**config.mk**
```make
export PLATFORM = sky130hd
export DESIGN_NAME = telnet_control_line_filter_unit_flat
export DESIGN_NICKNAME = d
export VERILOG_FILES = /design/src/design/tclf_pkg.sv /design/src/design/tclf_if.sv /design/src/design/tclf_decode.sv /design/src/design/tclf_result_buf.sv /design/src/design/telnet_control_line_filter_unit.sv /design/src/flat_wrapper.sv
export SDC_FILE = /design/constraint.sdc
export NUM_CORES = 1
export LEC_CHECK = 0
export BUFFER_PORTS_ARGS = -buffer_cell sky130_fd_sc_hd__buf_4
export CAP_MARGIN = 20
export CORE_UTILIZATION = 41
export CTS_BUF_LIST = sky130_fd_sc_hd__clkbuf_2 sky130_fd_sc_hd__clkbuf_4 sky130_fd_sc_hd__clkbuf_8
export DETAILED_ROUTE_END_ITERATION = 7
export SLEW_MARGIN = 20
export SYNTH_ARGS = -nofsm -noshare
export SYNTH_HDL_FRONTEND = slang
export SYNTH_SLANG_ARGS = --single-unit
```
**constraint.sdc**
```tcl
create_clock -name clk -period 4.2 [get_ports clk]
set_clock_uncertainty 0.1 [all_clocks]
set_input_delay 0.84 -clock clk [delete_from_list [all_inputs] [get_ports clk]]
set_output_delay 0.84 -clock clk [all_outputs]
set_load 0.02 [all_outputs]
```
**src/design/tclf_pkg.sv**
```systemverilog
// Package for the telnet control line filter: byte codes, parser modes,
// result item and decode bundle types, used by the decode, result buffer and top files.
`timescale 1ns / 1ps

package tclf_pkg;

	localparam logic [7:0] CODE_IAC  = 8'd255;
	localparam logic [7:0] CODE_DONT = 8'd254;
	localparam logic [7:0] CODE_DO   = 8'd253;
	localparam logic [7:0] CODE_WONT = 8'd252;
	localparam logic [7:0] CODE_WILL = 8'd251;
	localparam logic [7:0] CHAR_NUL  = 8'h00;
	localparam logic [7:0] CHAR_LF   = 8'h0A;
	localparam logic [7:0] CHAR_CR   = 8'h0D;

	localparam int unsigned MAX_RES = 3;

	typedef enum logic [2:0] {
		MODE_NORMAL = 3'd0,
		MODE_IAC    = 3'd1,
		MODE_SKIP   = 3'd2,
		MODE_WILL   = 3'd3,
		MODE_DO     = 3'd4
	} mode_t;

	typedef struct packed {
		logic       dest;
		logic [7:0] out_byte;
		logic       line_end;
		logic       last;
	} res_t;

	// Decoded item: up to three results plus the parser state to keep.
	typedef struct packed {
		res_t [MAX_RES-1:0] res;
		logic [1:0]         cnt;
		mode_t              mode_nxt;
		logic               held_nxt;
	} dec_t;

	function automatic res_t mk_res(input logic d, input logic [7:0] b,
			input logic le, input logic l);
		res_t r;
		r.dest     = d;
		r.out_byte = b;
		r.line_end = le;
		r.last     = l;
		return r;
	endfunction

endpackage

```
**src/design/tclf_if.sv**
```systemverilog
// Valid/ready channel interfaces for input bytes and result items.
// Depends on nothing.
`timescale 1ns / 1ps

interface tclf_in_if;
	logic       valid;
	logic       ready;
	logic [7:0] in_byte;

	modport source (output valid, output in_byte, input ready);
	modport sink   (input valid, input in_byte, output ready);
endinterface

interface tclf_out_if;
	logic       valid;
	logic       ready;
	logic       dest;
	logic [7:0] out_byte;
	logic       line_end;
	logic       last;

	modport source (output valid, output dest, output out_byte, output line_end,
		output last, input ready);
	modport sink   (input valid, input dest, input out_byte, input line_end,
		input last, output ready);
endinterface

```
**src/design/tclf_decode.sv**
```systemverilog
// Combinational decode of one input byte against the parser state.
// Depends on tclf_pkg.
`timescale 1ns / 1ps

module tclf_decode (
	input  tclf_pkg::mode_t mode,
	input  logic            held_cr,
	input  logic [7:0]      in_byte,
	output tclf_pkg::dec_t  dec
);

	logic       data_go;
	logic [7:0] data_b;

	assign data_b = (in_byte == tclf_pkg::CHAR_NUL) ? tclf_pkg::CHAR_LF : in_byte;

	always_comb begin
		dec          = '0;
		dec.mode_nxt = tclf_pkg::MODE_NORMAL;
		dec.held_nxt = held_cr;
		data_go      = 1'b0;

		unique case (mode)
			tclf_pkg::MODE_IAC: begin
				if (in_byte == tclf_pkg::CODE_IAC) begin
					data_go = 1'b1;
				end else if (in_byte == tclf_pkg::CODE_DONT ||
						in_byte == tclf_pkg::CODE_WONT) begin
					dec.mode_nxt = tclf_pkg::MODE_SKIP;
				end else if (in_byte == tclf_pkg::CODE_WILL) begin
					dec.mode_nxt = tclf_pkg::MODE_WILL;
				end else if (in_byte == tclf_pkg::CODE_DO) begin
					dec.mode_nxt = tclf_pkg::MODE_DO;
				end
			end
			tclf_pkg::MODE_SKIP: begin
				// drop the option byte
			end
			tclf_pkg::MODE_WILL, tclf_pkg::MODE_DO: begin
				dec.res[0] = tclf_pkg::mk_res(1'b1, tclf_pkg::CODE_IAC, 1'b0, 1'b0);
				dec.res[1] = tclf_pkg::mk_res(1'b1,
					(mode == tclf_pkg::MODE_WILL) ? tclf_pkg::CODE_DONT
					                              : tclf_pkg::CODE_WONT,
					1'b0, 1'b0);
				dec.res[2] = tclf_pkg::mk_res(1'b1, in_byte, 1'b0, 1'b1);
				dec.cnt    = 2'd3;
			end
			default: begin
				if (in_byte == tclf_pkg::CODE_IAC) begin
					dec.mode_nxt = tclf_pkg::MODE_IAC;
				end else begin
					data_go = 1'b1;
				end
			end
		endcase

		if (data_go) begin
			if (in_byte == tclf_pkg::CHAR_LF) begin
				// a held CR right before LF is dropped
				dec.res[0]   = tclf_pkg::mk_res(1'b0, 8'd0, 1'b1, 1'b1);
				dec.cnt      = 2'd1;
				dec.held_nxt = 1'b0;
			end else if (held_cr) begin
				dec.res[0] = tclf_pkg::mk_res(1'b0, tclf_pkg::CHAR_CR, 1'b0,
					in_byte == tclf_pkg::CHAR_CR);
				if (in_byte == tclf_pkg::CHAR_CR) begin
					dec.cnt      = 2'd1;
					dec.held_nxt = 1'b1;
				end else begin
					dec.res[1]   = tclf_pkg::mk_res(1'b0, data_b, 1'b0, 1'b1);
					dec.cnt      = 2'd2;
					dec.held_nxt = 1'b0;
				end
			end else if (in_byte == tclf_pkg::CHAR_CR) begin
				dec.held_nxt = 1'b1;
			end else begin
				dec.res[0] = tclf_pkg::mk_res(1'b0, data_b, 1'b0, 1'b1);
				dec.cnt    = 2'd1;
			end
		end
	end

endmodule

```
**src/design/tclf_result_buf.sv**
```systemverilog
// Result register: holds up to three results of one item and hands
// them out one per cycle while the output is ready. Depends on tclf_pkg and tclf_if.
`timescale 1ns / 1ps

module tclf_result_buf (
	input  logic              clk,
	input  logic              arst_n,
	input  logic              load,
	input  tclf_pkg::dec_t    dec,
	output logic              ready,
	tclf_out_if.source        out_ch
);

	tclf_pkg::res_t res_q [tclf_pkg::MAX_RES];
	logic [1:0]     cnt_q;
	logic           pop;

	assign pop   = out_ch.valid && out_ch.ready;
	// a new item may load when the last result leaves this cycle
	assign ready = (cnt_q == 2'd0) || (cnt_q == 2'd1 && out_ch.ready);

	always_ff @(posedge clk or negedge arst_n) begin
		if (!arst_n) begin
			cnt_q <= 2'd0;
		end else if (load) begin
			cnt_q <= dec.cnt;
		end else if (pop) begin
			cnt_q <= cnt_q - 2'd1;
		end
	end

	always_ff @(posedge clk) begin
		if (load) begin
			for (int i = 0; i < tclf_pkg::MAX_RES; i++) begin
				res_q[i] <= dec.res[i];
			end
		end else if (pop) begin
			// advance the queue toward the head
			res_q[0] <= res_q[1];
			res_q[1] <= res_q[2];
		end
	end

	assign out_ch.valid    = (cnt_q != 2'd0);
	assign out_ch.dest     = res_q[0].dest;
	assign out_ch.out_byte = res_q[0].out_byte;
	assign out_ch.line_end = res_q[0].line_end;
	assign out_ch.last     = res_q[0].last;

endmodule

```
**src/design/telnet_control_line_filter_unit.sv**
```systemverilog
// Telnet control line filter, top level. The first result of an item appears
// in the cycle after its input item is accepted. One input item is taken
// per cycle while each item yields at most one result and the output is ready;
// an item with more results holds the input until its last leaves the single output port.
// Reset clears the parser mode to normal data and drops any held CR.
// Depends on tclf_pkg, tclf_if, tclf_decode and tclf_result_buf.
`timescale 1ns / 1ps

module telnet_control_line_filter_unit (
	input  logic       clk,
	input  logic       arst_n,
	tclf_in_if.sink    in_ch,
	tclf_out_if.source out_ch
);

	tclf_pkg::mode_t mode_q;
	logic            held_cr_q;
	tclf_pkg::dec_t  dec;
	logic            buf_ready;
	logic            accept;

	assign in_ch.ready = buf_ready;
	assign accept      = in_ch.valid && buf_ready;

	tclf_decode u_decode (
		.mode    (mode_q),
		.held_cr (held_cr_q),
		.in_byte (in_ch.in_byte),
		.dec     (dec)
	);

	always_ff @(posedge clk or negedge arst_n) begin
		if (!arst_n) begin
			mode_q    <= tclf_pkg::MODE_NORMAL;
			held_cr_q <= 1'b0;
		end else if (accept) begin
			mode_q    <= dec.mode_nxt;
			held_cr_q <= dec.held_nxt;
		end
	end

	tclf_result_buf u_result_buf (
		.clk    (clk),
		.arst_n (arst_n),
		.load   (accept),
		.dec    (dec),
		.ready  (buf_ready),
		.out_ch (out_ch)
	);

	// An item is only taken when no result is pending or the pending one is the last of its group and leaving
	a_accept_on_last: assert property (@(posedge clk) disable iff (!arst_n)
		accept |-> (!out_ch.valid || (out_ch.ready && out_ch.last)))
		else $error("item accepted while earlier results still pending");

	// The option byte of WILL or DO opens a refusal with IAC
	a_refusal_head: assert property (@(posedge clk) disable iff (!arst_n)
		(accept && (mode_q == tclf_pkg::MODE_WILL || mode_q == tclf_pkg::MODE_DO))
		|=> (out_ch.valid && out_ch.dest && out_ch.out_byte == tclf_pkg::CODE_IAC
		&& !out_ch.last))
		else $error("refusal reply does not start with IAC");

	// A line end is always a command line result and the last of its item
	a_line_end: assert property (@(posedge clk) disable iff (!arst_n)
		(out_ch.valid && out_ch.line_end) |-> (!out_ch.dest && out_ch.last))
		else $error("line end result malformed");

endmodule
```
**src/flat_wrapper.sv**
```systemverilog
// flat-port wrapper written by rule: the top's interface ports become plain ports
module telnet_control_line_filter_unit_flat 
  (clk, arst_n, in_ch_valid, in_ch_in_byte, in_ch_ready, out_ch_valid, out_ch_dest, out_ch_out_byte, out_ch_line_end, out_ch_last, out_ch_ready);
  tclf_in_if in_ch_i ();
  tclf_out_if out_ch_i ();
  input  logic clk;
  input  logic arst_n;
  input wire logic [$bits(in_ch_i.valid)-1:0] in_ch_valid;
  input wire logic [$bits(in_ch_i.in_byte)-1:0] in_ch_in_byte;
  output wire logic [$bits(in_ch_i.ready)-1:0] in_ch_ready;
  output wire logic [$bits(out_ch_i.valid)-1:0] out_ch_valid;
  output wire logic [$bits(out_ch_i.dest)-1:0] out_ch_dest;
  output wire logic [$bits(out_ch_i.out_byte)-1:0] out_ch_out_byte;
  output wire logic [$bits(out_ch_i.line_end)-1:0] out_ch_line_end;
  output wire logic [$bits(out_ch_i.last)-1:0] out_ch_last;
  input wire logic [$bits(out_ch_i.ready)-1:0] out_ch_ready;
  assign in_ch_i.valid = in_ch_valid;
  assign in_ch_i.in_byte = in_ch_in_byte;
  assign in_ch_ready = in_ch_i.ready;
  assign out_ch_valid = out_ch_i.valid;
  assign out_ch_dest = out_ch_i.dest;
  assign out_ch_out_byte = out_ch_i.out_byte;
  assign out_ch_line_end = out_ch_i.line_end;
  assign out_ch_last = out_ch_i.last;
  assign out_ch_i.ready = out_ch_ready;
  telnet_control_line_filter_unit u_core (.clk(clk), .arst_n(arst_n), .in_ch(in_ch_i), .out_ch(out_ch_i));
endmodule
```
==> impl_metrics.json, run 1 <==
{
  "outcome": "completed",
  "die_w_um": 70.18,
  "cts_setup_buffers": 0,
  "dp_slack_ns": 1.284,
  "power_leakage_nw": 0.8740,
  "cts_tree": "done",
  "p_clk_share_pct": 20.7,
  "async_flop_share_pct": 16.67,
  "core_area_um2": 4414,
  "final_cell_mix": "edfxtp_1, buf_4, nand2_1",
  "avgSynthCellArea_um2": 10.95,
  "antenna_found_initial": 0,
  "clkSinkCount": 36,
  "crit_fanout": 23,
  "vias": 1383,
  "clock_latency_ns": 0.29,
  "syn_area_um2": 1906,
  "switching_share_pct": 33.43,
  "slowest_delay_ns": 0.68,
  "start_kind": "flop",
  "nets": 205,
  "min_path_type": "primary input to async pin",
  "syn2layout_area_growth_pct": 12.87,
  "syn_nets": 189,
  "combPwrFrac_pct": 32.8,
  "overflow": 0,
  "clockBufferDepth": 2,
  "crit_type": "flop to flop",
  "htree_levels": 2,
  "grt_pass1_wl_um": 6534,
  "place.detailed.hpwl_um": 2786,
  "antenna_cells": 0,
  "dieArea_um2": 4925,
  "via_per_inst": 5.691,
  "crit_family": "simple AND/OR/NAND/NOR gates",
  "wl_per_cell_um": 15.94,
  "ys_seq_area_share_pct": 55.15,
  "end_kind": "flop",
  "worstPathArrival_ns": 2.61,
  "drt_iter0_drc": 91,
  "hold_ws_ns": 0.2367,
  "start_util_pct": 43.17,
  "maxCapViolations": 0,
  "ys_ff_latch": 36,
  "place_area_um2": 2062,
  "rsz0062_at_grt": "false",
  "clkTransAtPathRegs_ns": 0.07,
  "die_h_um": 70.18,
  "p_switching_uw": 403.2,
  "ant_nets": 0,
  "synth_edf_count": 30,
  "slew_headroom_pct": 35.90,
  "p_seq_share_pct": 46.5,
  "clock.fmax_mhz": 375.8,
  "cts_buffers": 5,
  "power.density_nw_per_um2": 560.8,
  "cts_hold_buf": 0,
  "drive_above_1_share_pct": 24.08,
  "worstPathRequired_ns": 4.15,
  "report.final.hold_viol_count": 0,
  "slowest_stage": "and2_1",
  "finalWorstSetupSlack_ns": 1.539,
  "firstDrtPassIters": 4,
  "ys.flop_type": "edfxtp_1",
  "post_synth_num_cell_types": 41,
  "port_buffers": 24,
  "final_common_cell": "edfxtp_1",
  "fin_area_um2": 2151,
  "synthCells": 174,
  "cp_num_buf_inv": 1,
  "grtUsageTotal_pct": 17.24,
  "period_needed_ns": 2.661,
  "cts_root_buf": "clkbuf_8",
  "ir_drop_mv": 0.4208,
  "min_period_over_period_pct": 63.36,
  "grt_max_degree": 25,
  "io_pins": 25,
  "rows": 24,
  "routed_wl_um": 3874,
  "p_int_uw": 803.0,
  "grt_pass1_vias": 1326,
  "gp_congestion": 0.8243,
  "setup_violations": 0,
  "post_cts_resize_count": 0,
  "worst_slew_pin_slew_ns": 0.9615,
  "setup_tns_ns": 0,
  "ys_warn_count": 0,
  "drc": 0,
  "finalMaxSlewViolations": 0,
  "worstPathCellList": "inv_1, ha_1, nor2b_1, and2_1, nor2_1, a21o_1, a31o_1"
}
[power by group through the flow]
stage / Clock, mW / Sequential (mW) / Combinational (mW)
5_1_grt: 0.270 / 0.571 / 0.435
2_1_floorplan: 0 / 0.570 / 0.288
3_5_place_dp: 0 / 0.569 / 0.400
4_1_cts: 0.256 / 0.561 / 0.400
6_report: 0.250 / 0.560 / 0.396
3_3_place_gp: 0 / 0.565 / 0.386
[sequential cells by signal (all words and copies together), names as in the netlist]
signal,flops
u_core.u_result_buf.res_q,30
u_core.u_result_buf.cnt_q,2
u_core.mode_q,3
u_core.held_cr_q,1
[cell type report]
| type | instances | area, um2 |
|---|---|---|
| Timing Repair Buffer | 24 | 180.2 |
| Tap cell | 52 | 65.06 |
| Fill cell | 419 | 2263 |
| Sequential cell | 36 | 1051 |
| Multi-Input combinational cell | 116 | 739.5 |
| Inverter | 7 | 26.28 |
| Clock buffer | 7 | 83.83 |
| Clock inverter | 1 | 5.005 |
[Yosys cell counts, drive strengths merged, types with 2 or more instances]
cell type / n / area share [%]
nand3: 3 / 0.79
buf: 10 / 3.7
o21ai: 10 / 2.6
o32ai: 2 / 0.92
clkbuf: 5 / 0.99
edfxtp: 30 / 47
a221o: 8 / 4.2
nand2: 17 / 3.3
and2: 12 / 4.4
nand4: 3 / 0.99
ha: 3 / 2.0
inv: 7 / 1.4
a21oi: 7 / 2.0
mux2i: 2 / 1.1
nor3: 2 / 0.53
a31oi: 4 / 1.3
dfrtp: 6 / 7.9
a21o: 3 / 1.2
and3b: 3 / 1.4
nor2: 18 / 3.8
nor2b: 2 / 0.66
o31ai: 4 / 1.6
[stage by stage]
| stage | instances | utilization, % | power, mW |
|---|---|---|---|
| after global routing | 243 | 48.72 | 1.276 |
| after global placement | 235 | 46.71 | 0.9516 |
| after detailed placement | 235 | 46.71 | 0.9686 |
| after CTS | 243 | 48.72 | 1.217 |
| after floorplan | 174 | - | 0.8578 |
| final | 243 | 48.72 | 1.206 |
[worst paths after layout]
kind,startpoint,depth (start not counted),end,slack [ns]
setup / recovery,u_core.u_result_buf.cnt_q[0]$_DFFE_PN0P_,7,u_core.u_result_buf.res_q[0][16]$_DFFE_PP_,1.54
hold / removal,arst_n,1,u_core.held_cr_q$_DFFE_PN0P_,0.24
setup reg to reg,u_core.u_result_buf.cnt_q[0]$_DFFE_PN0P_,7,u_core.u_result_buf.res_q[0][16]$_DFFE_PP_,1.54
hold reg to reg,u_core.u_result_buf.res_q[1][4]$_SDFFCE_PP0N_,2,u_core.u_result_buf.res_q[0][15]$_DFFE_PP_,0.42
max in group asynchronous,arst_n,1,u_core.u_result_buf.cnt_q[1]$_DFFE_PN0P_,3.64
min in group clk,u_core.u_result_buf.res_q[1][4]$_SDFFCE_PP0N_,2,u_core.u_result_buf.res_q[0][15]$_DFFE_PP_,0.42
[routing by layer]
layer  global-route usage [%]  routed length, um  vias up
met5                        0                  0        -
met4                    5.778                 65        0
met3                    4.329                172        8
met2                    27.03               1886       32
met1                    23.37               1748      674
li1                         -                  -      669
[logic make-up (layout without fill, tap and decap cells)]
logic type      count (synthesis)  count (layout)  synth area share (%)
compound gates                 43              43                 16.15
xor+xnor                        1               1                0.4597
fa+ha+maj                       3               3                 1.970
buf+inv                        22              39                 6.041
flops                          36              36                 55.15
mux                             2               2                 1.051
simple gates                   67              67                 19.17
No activity file was read; power rests on OpenSTA's default activity.
==> run 2: changes to the inputs <==
- clock period: 4.2 -> 2.3 ns (I/O delays scaled with it)
==> run 2 against run 1 <==
Effect of this change: highest routed layer unchanged; clock-buffer cell count decreased by 1; setup slack worse by 1.4 ns; critical path type unchanged; combinational power rose by 96%.
==> impl_metrics.json, run 2 (synthesis gave the netlist of run 1 again) <==
{
  "outcome": "completed",
  "cp_num_buf_inv": 0,
  "crit_type": "flop to flop",
  "rrSetupSlack_ns": 0.19,
  "worstPathRequired_ns": 2.24,
  "rr_startpoint": "u_core.mode_q[0]$_DFFE_PN0N_",
  "syn2layout_area_growth_pct": 17.14,
  "setup_tns_ns": 0,
  "grt_pass1_wl_um": 7051,
  "fin_area_um2": 2232,
  "clkSinkCount": 36,
  "ir_drop_mv": 0.4577,
  "die_w_um": 70.18,
  "port_buffers": 24,
  "largest_register_ffs": 30,
  "slowest_delay_ns": 0.56,
  "core_area_um2": 4414,
  "rsz0062_at_grt": "false",
  "worstPathCellList": "nor3b_1, or4_4, o211ai_2, nor2_2, a221o_1",
  "worst_slew_pin_slew_ns": 0.6838,
  "slowest_stage": "or4_4",
  "cp-startpoint": "u_core.mode_q[0]$_DFFE_PN0N_",
  "clockBufferDepth": 2,
  "firstDrtPassIters": 4,
  "finalMaxSlewViolations": 0,
  "dp.cells": 243,
  "power.density_nw_per_um2": 1007,
  "largest_register": "u_core.u_result_buf.res_q",
  "largestRegisters": "u_core.u_result_buf.res_q (30), u_core.mode_q (3), u_core.u_result_buf.cnt_q (2)",
  "grt_pass1_vias": 1423,
  "ant_nets": 0,
  "end_kind": "flop",
  "post_cts_resize_count": 0,
  "cts_buffers": 5,
  "clkTransAtPathRegs_ns": 0.07,
  "stdcell_count": 252,
  "reg2reg_to": "u_core.u_result_buf.res_q[0][19]$_DFFE_PP_",
  "clock.fmax_mhz": 473.2,
  "nets": 214,
  "setup_violations": 0,
  "dp_slack_ns": 0.02812,
  "final_cell_mix": "buf_4, edfxtp_1, nand2_1",
  "grtUsageTotal_pct": 18.87,
  "place.detailed.hpwl_um": 2959,
  "overflow": 0,
  "worstPathArrival_ns": 2.06,
  "antenna_cells": 0,
  "crit_family": "simple AND/OR/NAND/NOR gates",
  "totalPowerFinal_mw": 2.248,
  "place_area_um2": 2135,
  "report.final.hold_viol_count": 0,
  "wl_per_cell_um": 16.70,
  "dieArea_um2": 4925,
  "maxCapViolations": 0,
  "gp_congestion": 0.8882,
  "utilization_pct": 50.57,
  "cts_root_buf": "clkbuf_8",
  "io_pins": 25,
  "min_period_over_period_pct": 91.88,
  "drt_iter0_drc": 155,
  "via_per_inst": 5.639,
  "htree_levels": 2,
  "hold_ws_ns": 0.4017,
  "worstRegToRegCells": 5,
  "die_h_um": 70.18,
  "clock_latency_ns": 0.29,
  "start_util_pct": 43.17,
  "final_common_cell": "buf_4",
  "grt_max_degree": 25,
  "start_kind": "flop",
  "fillers": 400,
  "routed_wl_um": 4209,
  "rows": 24,
  "period_needed_ns": 2.113,
  "finalWorstSetupSlack_ns": 0.1868,
  "power_leakage_nw": 0.9143,
  "crit_fanout": 7,
  "antenna_found_initial": 0,
  "vias": 1421,
  "min_path_type": "primary input to async pin",
  "drive_above_1_share_pct": 26.50,
  "drc": 0,
  "slew_headroom_pct": 54.24,
  "cts_tree": "done"
}
==> run 2: how the worst max path moves through the flow <==
stage,endpoint,slack (ns),cells past startpoint
final,u_core.u_result_buf.res_q[0][19]$_DFFE_PP_,0.19,5
after global routing,u_core.u_result_buf.res_q[0][19]$_DFFE_PP_,0.13,5
after CTS,u_core.u_result_buf.res_q[0][19]$_DFFE_PP_,0.19,5
after detailed placement,u_core.u_result_buf.res_q[0][18]$_DFFE_PP_,0.03,6
after global placement,u_core.u_result_buf.res_q[0][8]$_DFFE_PP_,0.08,6
after floorplan,u_core.u_result_buf.res_q[0][17]$_DFFE_PP_,0.19,6
==> run 2: repair_timing <==
| item | 4_1_cts | 5_1_grt |
|---|---|---|
| hold endpoints to repair | 6 | 0 |
| buffers inserted | 0 | 0 |
| hold buffers | 1 | 0 |
==> run 2: area by class of cell <==
type                            count  area [um2]  share of cell area [%]
Clock inverter                      2       11.26                  0.5045
Clock buffer                        6       76.32                   3.419
Inverter                            7       26.28                   1.177
Sequential cell                    36        1051                   47.09
Multi-Input combinational cell    116       739.5                   33.13
Tap cell                           52       65.06                   2.915
Timing Repair Buffer               33       262.8                   11.77
==> run 2: report_power, final <==
group          switching (mW)  total [mW]  leakage, nW  internal, mW
Sequential             0.0594        1.02        0.374         0.961
Combinational           0.468       0.776        0.498         0.309
Clock                   0.229       0.451       0.0423         0.222
==> run 2: per-layer routing <==
| layer | vias to the layer above | share of wire, % | global-route usage, % | wire (um) |
|---|---|---|---|---|
| li1 | 688 | - | - | - |
| met1 | 680 | 43 | 23.78 | 1790 |
| met2 | 47 | 49 | 30.45 | 2072 |
| met3 | 6 | 6.7 | 5.628 | 283 |
| met4 | 0 | 1.5 | 7.333 | 62 |
| met5 | - | 0 | 0 | 0 |
